File: config.mk
export PLATFORM = sky130hd
export DESIGN_NAME = lec_mod_unit
export DESIGN_NICKNAME = d
export VERILOG_FILES = /design/src/lec_pkg.sv /design/src/lec_mod_unit.sv
export SDC_FILE = /design/constraint.sdc
export NUM_CORES = 1
export LEC_CHECK = 0
export BUFFER_PORTS_ARGS = -buffer_cell sky130_fd_sc_hd__buf_2
export CAP_MARGIN = 15
export CORE_MARGIN = 4
export CORE_UTILIZATION = 50
export DETAILED_ROUTE_END_ITERATION = 16
export PLACE_DENSITY = 0.81
export SYNTH_ARGS = -nofsm -noshare
export SYNTH_HDL_FRONTEND = slang
export SYNTH_SLANG_ARGS = --single-unit
export TNS_END_PERCENT = 5
File: constraint.sdc
create_clock -name clk -period 2.7 [get_ports clk]
set_clock_uncertainty 0.05 [all_clocks]
set_input_delay 0.27 -clock clk [delete_from_list [all_inputs] [get_ports clk]]
set_output_delay 0.27 -clock clk [all_outputs]
set_load 0.01 [all_outputs]
File: src/lec_pkg.sv
// ----------------------------------------------------------------------------
// LT symbol encoder package
// Shared constants, beat types, sequencer states and remainder unit bundles.
// ----------------------------------------------------------------------------
package lec_pkg;

	localparam int MAX_SYMBOLS  = 1024;
	localparam int SYMBOL_WORDS = 8;
	localparam int IDX_W        = $clog2(MAX_SYMBOLS);
	localparam int WIDX_W       = $clog2(SYMBOL_WORDS);
	localparam int SADDR_W      = IDX_W + WIDX_W;
	localparam int MOD_W        = 12;

	localparam logic [1:0] MODE_LOAD = 2'd0;
	localparam logic [1:0] MODE_XOR  = 2'd1;
	localparam logic [1:0] MODE_SWAP = 2'd2;
	localparam logic [1:0] MODE_ENC  = 2'd3;

	localparam logic REG_SYMBOL_COUNT  = 1'b0;
	localparam logic REG_PRIME_MODULUS = 1'b1;

	typedef struct packed {
		logic [1:0]  mode;
		logic [9:0]  target_index;
		logic [9:0]  other_index;
		logic [2:0]  word_index;
		logic [63:0] load_data;
		logic [10:0] degree;
		logic [10:0] step;
		logic [10:0] start_req;
	} cmd_t;

	typedef struct packed {
		logic [63:0] word;
		logic [2:0]  word_number;
		logic        last;
	} result_t;

	typedef struct packed {
		logic             start;
		logic [MOD_W-1:0] dividend;
		logic [MOD_W-1:0] divisor;
	} mod_req_t;

	typedef struct packed {
		logic             done;
		logic [MOD_W-1:0] remainder;
	} mod_rsp_t;

	typedef enum logic [3:0] {
		ST_CLEAR,
		ST_IDLE,
		ST_LOAD,
		ST_XWORDS,
		ST_XTAIL,
		ST_SWAP1,
		ST_SWAP2,
		ST_EAMOD,
		ST_SKIP,
		ST_STEP,
		ST_STEPW,
		ST_LRED,
		ST_MAPRD,
		ST_WORDS,
		ST_WTAIL,
		ST_OUT
	} state_t;

endpackage

File: src/lec_mod_unit.sv
// ----------------------------------------------------------------------------
// Remainder unit
// Restoring remainder, one dividend bit per cycle, done pulses with the result.
// ----------------------------------------------------------------------------
module lec_mod_unit (
	input  logic              clk,
	input  logic              arst_n,
	input  lec_pkg::mod_req_t req,
	output lec_pkg::mod_rsp_t rsp
);
	import lec_pkg::*;

	logic [MOD_W-1:0]         rem_q;
	logic [MOD_W-1:0]         dvd_q;
	logic [MOD_W-1:0]         div_q;
	logic [$clog2(MOD_W)-1:0] cnt_q;
	logic                     act_q;
	logic                     done_q;
	logic [MOD_W:0]           trial;
	logic [MOD_W:0]           rem_next;

	assign trial    = {rem_q, dvd_q[MOD_W-1]};
	assign rem_next = (trial >= {1'b0, div_q}) ? trial - {1'b0, div_q} : trial;

	always_ff @(posedge clk or negedge arst_n) begin
		if (!arst_n) begin
			act_q  <= 1'b0;
			done_q <= 1'b0;
			cnt_q  <= '0;
		end else begin
			done_q <= act_q && !req.start && (cnt_q == $clog2(MOD_W)'(MOD_W - 1));
			if (req.start) begin
				act_q <= 1'b1;
				cnt_q <= '0;
			end else if (act_q) begin
				cnt_q <= cnt_q + 1'b1;
				if (cnt_q == $clog2(MOD_W)'(MOD_W - 1)) begin
					act_q <= 1'b0;
				end
			end
		end
	end

	always_ff @(posedge clk) begin
		if (req.start) begin
			rem_q <= '0;
			dvd_q <= req.dividend;
			div_q <= req.divisor;
		end else if (act_q) begin
			rem_q <= rem_next[MOD_W-1:0];
			dvd_q <= {dvd_q[MOD_W-2:0], 1'b0};
		end
	end

	assign rsp.done      = done_q;
	assign rsp.remainder = rem_q;

endmodule

# Yosys cells after proc, flatten, opt, wreduce, memory -nomap -nowiden
# Index checks and enable logic that the tools add are counted.
# totals
out_inout_bits,13
elab_cells,22
ff_bits,42
in_bits,27
# classes
magnitude_cmp,1
reduce_logical,4
muxes,8
n_eq_ne,1
add_sub_neg,2
# ops
cell,n
12-bit 2-to-1 mux,3
13-bit by 12-bit >= comparator with 1-bit output,1
12-bit subtractor,1
4-bit 2-to-1 mux,2
"4-bit by 1-bit adder with 4-bit output, second input constant",1
"4-bit == test, second input constant",1
1-bit 2-to-1 mux,3
1-bit logical AND,2
2-bit nonzero test,1
1-bit logical NOT,1

# Logic depth before layout (Yosys ltp)
# Gate-level depths: netlist of run 1.
# logic_depth
word_depth,4
ltp_mapped,10
depth_no_buf,10

# Least setup slack after synthesis of run 1
# OpenSTA, ideal clock, no wires.
# synth_path
kind,register -> register
startpoint,register dvd_q[11]
endpoint,register rem_q[10]
period_less_slack_ps,2233
required_time_ps,2564
arrival_time_ps,2097
slack_ps,467
path_stages_with_launch,11
n_path_buf,0
cell_sequence,edfxtp_1 -> inv_1 -> ha_1 -> inv_1 -> fa_1 -> a211oi_1 -> o21bai_1 -> a221oi_1 -> xnor2_1 -> mux2i_1 -> a211oi_1
# synth_between
elab_chain_len,2
word_cells_on_any_way,3
# synth_rtl
element,line,source
"start, declared",lec_mod_unit.sv:14,logic [MOD_W-1:0] dvd_q;
"start signal, assigned",lec_mod_unit.sv:47,dvd_q <= req.dividend;
"start signal, assigned",lec_mod_unit.sv:51,"dvd_q <= {dvd_q[MOD_W-2:0], 1'b0};"
12-bit subtractor / 13-bit by 12-bit >= comparator with 1-bit output (equally long branches),lec_mod_unit.sv:23,"assign rem_next = (trial >= {1'b0, div_q}) ? trial - {1'b0, div_q} : trial;"
12-bit 2-to-1 mux *,lec_mod_unit.sv:23,
"end signal, assigned",lec_mod_unit.sv:50,rem_q <= rem_next[MOD_W-1:0];
"end, declared",lec_mod_unit.sv:13,logic [MOD_W-1:0] rem_q;
# Mark *: on every way between the ends. The rest lies on a longest branch, timed or not.
# A chain may end at the register's enable or synchronous reset.

# Worst setup path after layout of run 1
# layout_path
startpoint,register div_q[2]
endpoint,register rem_q[0]
# layout_between
elab_chain_len,2
# layout_rtl
element,line,source
"start, declared",lec_mod_unit.sv:15,logic [MOD_W-1:0] div_q;
"start signal, assigned",lec_mod_unit.sv:48,div_q <= req.divisor;
13-bit by 12-bit >= comparator with 1-bit output,lec_mod_unit.sv:23,
12-bit 2-to-1 mux,lec_mod_unit.sv:23,
# Every way passes these cells.

==> results.ini, run 1 <==
[synth]
synthCells=209
async_flop_share_pct=14.3
synth_area_sq_mm=0.00234
synth_largest_area_cell=edfxtp_1
synth_edf_count=24
synth-seq-cells=42
syn_nets=250
seq_area_frac_synth_pct=47.5
synth_top_area_share_pct=30.8
yosys_warnings=0
synth.top_cells.by_area=edfxtp_1, dfxtp_1, ha_1
synth_cell_type_count=54
syn_area_per_cell_sq_um=11.2
synth_top_flop_cell=edfxtp_1

[route]
dr.pass1.iters=4
ant_nets=0
wl_per_cell_microns=14.4
via_per_inst=5.55
vias=1677
remaining_drc_errors=0
drtIter0Drc=177
routed_wl_microns=4340

[worst_setup_path]
end_kind=flip-flop
cp_common_cell=nor2_2
r2r_cells=8
cp_slowest_stage_delay_ns=0.66
r2r_slack_ns=0.17
cp.required_ns=2.88
timing.rr.start=div_q[2]
critPathSlowestCell=o31ai_4
crit_path_start=div_q[2]
critical_path_class=reg2reg
critPathMaxFanout=15
crit_buf_inv=1
critPathLaunchType=flip-flop
path_delay_family=compound AO/OA/AOI/OAI gates
arrival_ns=2.71
r2r-end=rem_q[0]
cp_cell_sequence=inv_1 > ha_1 > nor2_2 > a211oi_4 > nor2_2 > o31ai_4 > mux2_4 > a211oi_2

[cells_and_area]
nFillCells=374
drive_above_1_share_pct=29.2
mostFrequentLayoutCells=buf_2, edfxtp_1, nor2_1
num_antenna_cells=0
syn_to_final_growth_pct=14.4
mostFrequentLayoutCell=buf_2
post-route-util_pct=60.3
layout.nets=290

[global_routing]
grt.overflow.total=0
antenna_found_initial=0
track_usage_pct=16.0
grt_max_degree=38
grt_pass1_wl_microns=7610
grt_pass1_vias=1693

[timing]
worst_slew_pin_slew_ns=0.808
hold_viol_final=0
setup_violations=0
final-max-slew-violation-count=0
fin_setup_tns_ns=0
min_period_ns=2.53
post-route-period-util_pct=93.8
clock.fmax_ghz=0.395
relSlewSlack_pct=46.1
rsz0062_at_grt=true

[cts]
tritoncts=done
cts.reportedPaths.clkPinSlew_ns=0.09
post_cts_buffers=0
clock-root-buffer=clkbuf_8
cts.sinks=42
clk_path_buf_depth=2
cts_buffers=5
clock_latency_ns=0.30
cts_max_level=2

[worst_hold_path]
worstHoldStart=req[10]
hold_depth=1
hold_class=in2reg
min_to=div_q[10]

[pwr]
power_uw=2530
vdd_drop_max_uv=465
pwr_density_cell_mw_per_mm2=943
leakage_uw=0.00113

[floorplanning]
ioPinCount=40
start_util_pct=52.7
placementRows=24
die-area_sq_mm=0.00584
die_y_microns=76.4
core_area_sq_mm=0.00444
die-width_microns=76.4

[run]
cap_viol_max_count=0

[placement]
place_congestion=0.891
portBuffers=39
post-dp-hpwl_microns=3150

[status]
status=complete, no violations

routing by layer:
| metal | GRT usage [%] | wire [microns] | up-vias |
|---|---|---|---|
| met4 | 6.16 | 76 | 0 |
| met2 | 26.4 | 2030 | 37 |
| met1 | 19.9 | 2030 | 786 |
| li1 | - | - | 849 |
| met5 | 0 | 0 | - |
| met3 | 4.37 | 213 | 5 |
power by group:
part	switching [uW]	leakage [uW]	internal (uW)
clock network	234	0.0000491	187
logic	664	0.000665	545
registers	97.7	0.000420	797
total	996	0.00113	1530
sequential cells by signal (all words and copies together) (netlist names):
register,flops
div_q,12
dvd_q,12
rem_q,12
cnt_q,4
act_q,1
done_q,1
logic make-up after synthesis:
family / after synthesis / share of synthesized area, %
simple gates: 57 / 12.2
flops: 42 / 47.5
xor+xnor: 10 / 3.74
mux: 19 / 8.93
buf+inv: 24 / 4.33
compound gates: 43 / 15.5
fa+ha+maj: 14 / 7.80
worst register-to-register path, cell delays in order, from the launching register on:
cell,delay (ns)
edfxtp_1,0.33
inv_1,0.04
ha_1,0.40
nor2_2,0.08
a211oi_4,0.25
nor2_2,0.10
o31ai_4,0.66
mux2_4,0.36
a211oi_2,0.19
how the worst max path moves through the flow:
stage	end	slack, ns	depth (start not counted)
after global routing	rem_q[9]	-0.01	8
after detailed placement	rem_q[0]	0.18	8
after floorplan	rem_q[10]	0.47	10
after CTS	rem_q[10]	0.18	10
after global placement	rem_q[10]	0.24	10
final	rem_q[0]	0.17	8
synthesized netlist by cell type (all sizes together), types with 2 or more instances:
library cell / count
nand2: 8
clkbuf: 4
nand3b: 2
nand2b: 4
inv: 15
xor2: 4
mux2i: 7
buf: 5
o311ai: 3
nand4: 2
o21ai: 6
a311oi: 2
a21o: 2
dfxtp: 12
nor3b: 2
edfxtp: 24
xnor2: 6
ha: 13
o41ai: 2
nand3: 5
dfrtp: 6
a21oi: 7
nor2: 24
a211oi: 10
mux2: 12
or2: 2
nor2b: 3
area by class of cell:
type                       instances  area (sq um)  share of cell area (%)
clock inverter                     3          23.8                   0.887
sequential                        42          1110                    41.5
clock buffer                       5          68.8                    2.57
timing repair buffer              42           220                    8.22
multi-input combinational        143          1130                    42.3
tap                               52          65.1                    2.43
inverter                          15          56.3                    2.10
what timing repair did:
action	4_1_cts	5_1_grt
hold buffers	1	0
setup endpoints to repair	0	6
gates resized for setup	0	2
hold endpoints to repair	6	0
through the flow:
step | instance area (sq um) | hold WS, ns | setup WS, ns | instances
finish | 2680 | 0.0897 | 0.166 | 302
CTS | 2670 | 0.0820 | 0.180 | 302
global placement | 2570 | 0.0476 | 0.239 | 293
global route | 2680 | 0.0732 | -0.0137 | 302
floorplan | 2340 | -0.0756 | 0.467 | 209
detailed placement | 2570 | 0.0494 | 0.181 | 293
(Power assumes the default switching activity.)
==> inputs of run 2 (changes only) <==
--- a/config.mk
+++ b/config.mk
@@ -7,10 +7,11 @@
 export LEC_CHECK = 0
 export BUFFER_PORTS_ARGS = -buffer_cell sky130_fd_sc_hd__buf_2
 export CAP_MARGIN = 15
+export CORE_ASPECT_RATIO = 1.75
 export CORE_MARGIN = 4
 export CORE_UTILIZATION = 50
 export DETAILED_ROUTE_END_ITERATION = 16
-export PLACE_DENSITY = 0.81
+export PLACE_DENSITY = 0.78
 export SYNTH_ARGS = -nofsm -noshare
 export SYNTH_HDL_FRONTEND = slang
 export SYNTH_SLANG_ARGS = --single-unit
==> results.ini, run 2 (same netlist as run 1, synthesis figures left out) <==
[status]
status=complete, no violations  ; unchanged

[timing]
min_period_ns=2.52  ; was 2.53 ns
setup_violations=0  ; unchanged
rsz0062_at_grt=false  ; was true
relSlewSlack_pct=46.0  ; was 46.1%
post-route-period-util_pct=93.4  ; was 93.8%
clock.fmax_ghz=0.397  ; was 0.395 GHz
final-max-slew-violation-count=0  ; unchanged
hold_ws_ns=0.0972  ; was 0.0897 ns
hold_viol_final=0  ; unchanged
worst_slew_pin_slew_ns=0.809  ; was 0.808 ns
fin_setup_tns_ns=0  ; unchanged

[route]
top_layer_used=met4  ; unchanged
wl_met3_microns=146  ; was 213 microns
routed_wl_microns=4500  ; was 4340 microns
ant_nets=0  ; unchanged
dr.pass1.iters=4  ; unchanged
met1Wirelength_microns=1760  ; was 2030 microns
dr_wl_met2_microns=2510  ; was 2030 microns
remaining_drc_errors=0  ; unchanged
via_per_inst=5.54  ; was 5.55
vias=1679  ; was 1677
wl_per_cell_microns=14.8  ; was 14.4 microns
drtIter0Drc=35  ; was 177

[global_routing]
grt.overflow.total=0  ; unchanged
antenna_found_initial=0  ; unchanged
grt_pass1_vias=1764  ; was 1693
grt_max_degree=31  ; was 38
track_usage_pct=17.3  ; was 16.0%
grt_pass1_wl_microns=7940  ; was 7610 microns

[worst_setup_path]
critPathMaxFanout=15  ; unchanged
critical_path_class=reg2reg  ; unchanged
cp.required_ns=2.87  ; was 2.88 ns
r2r_cells=8  ; unchanged
arrival_ns=2.69  ; was 2.71 ns
crit_path_start=div_q[2]  ; unchanged
critPathLaunchType=flip-flop  ; unchanged
end_kind=flip-flop  ; unchanged
timing.rr.start=div_q[2]  ; unchanged
r2r_slack_ns=0.18  ; was 0.17 ns

[cts]
clock_latency_ns=0.29  ; was 0.30 ns
cts.reportedPaths.clkPinSlew_ns=0.08  ; was 0.09 ns
post_cts_buffers=0  ; unchanged
cts_buffers=5  ; unchanged
cts_max_level=2  ; unchanged
cts.sinks=42  ; unchanged
tritoncts=done  ; unchanged
clk_path_buf_depth=2  ; unchanged
clock-root-buffer=clkbuf_8  ; unchanged

[cells_and_area]
top_regs=div_q: 12 flops, dvd_q: 12 flops, rem_q: 12 flops  ; unchanged
fin_area_sq_mm=0.00272  ; was 0.00268 sq mm
mostFrequentLayoutCells=buf_2, edfxtp_1, nor2_1  ; unchanged
drive_above_1_share_pct=30.6  ; was 29.2%
layout.nets=292  ; was 290
num_antenna_cells=0  ; unchanged
syn_to_final_growth_pct=16.4  ; was 14.4%
mostFrequentLayoutCell=buf_2  ; unchanged

[pwr]
pwr_density_cell_mw_per_mm2=965  ; was 943 mW/mm^2
power_uw=2630  ; was 2530 uW
vdd_drop_max_uv=740  ; was 465 uV
leakage_uw=0.00115  ; was 0.00113 uW

[placement]
portBuffers=39  ; unchanged
place_congestion=0.820  ; was 0.891
place_area_sq_mm=0.00258  ; was 0.00257 sq mm
post-dp-hpwl_microns=3380  ; was 3150 microns

[worst_hold_path]
hold_class=in2reg  ; unchanged
hold_depth=1  ; unchanged
worstHoldStart=req[2]  ; was req[10]

[run]
cap_viol_max_count=0  ; unchanged

[floorplanning]
die-area_sq_mm=0.00588  ; was 0.00584 sq mm
die-width_microns=59.7  ; was 76.4 microns
placementRows=32  ; was 24
die_y_microns=98.5  ; was 76.4 microns
start_util_pct=52.2  ; was 52.7%
core_area_sq_mm=0.00448  ; was 0.00444 sq mm
ioPinCount=40  ; unchanged

run 2: cell count changes in the layout (fill, tap and decap cells not counted), sizes merged:
cell / before / now
clkinvlp: 0 / 1
inv: 17 / 15
buf: 41 / 43
clkinv: 1 / 0
clkbuf: 5 / 6
bufinv: 0 / 1
run 2: per-layer routing:
layer	GRT usage (%)	up-vias
met3	2.75	6
met1	21.0	798
met5	0	-
met2	30.3	27
li1	-	848
met4	5.12	0
run 2: cell type report:
type	count	area, sq um
inverters	15	56.3
well taps	51	63.8
flip-flops and latches	42	1110
clock buffers	6	72.6
repair buffers	44	235
fillers	376	1760
clock inverters	2	37.5
multi-input cells	143	1150
run 2: repair_timing:
item	in CTS	in global routing
setup endpoints to repair	0	1
hold endpoints to repair	6	0
hold buffers	1	0
gates resized for setup	0	4
run 2: final timing paths:
kind / endpoint
hold / removal: div_q[2]
max in group asynchronous: cnt_q[2]
setup reg to reg: rem_q[0]
setup / recovery: rem_q[0]
hold reg to reg: rem_q[4]
min in group asynchronous: cnt_q[0]
run 2: report_power, final:
group / total, uW / internal (uW) / switching, uW / leakage [uW]
clock network: 494 / 276 / 218 / 0.0000514
logic: 1240 / 565 / 674 / 0.000676
registers: 894 / 797 / 97.1 / 0.000420
total: 2630 / 1640 / 990 / 0.00115
run 2: critical path, stage by stage (launching register included):
cell	delay [ns]
edfxtp_1	0.33
inv_1	0.05
ha_2	0.40
nor2_2	0.07
a211oi_4	0.25
nor2_2	0.09
o31ai_4	0.66
mux2_4	0.36
a211oi_2	0.20
run 2: stage by stage:
step | cells | utilization (%) | setup WS [ns]
floorplan | 209 | - | 0.467
global placement | 294 | 57.6 | 0.201
detailed placement | 294 | 57.6 | 0.180
CTS | 303 | 60.3 | 0.144
global route | 303 | 60.7 | 0.00925
finish | 303 | 60.7 | 0.179
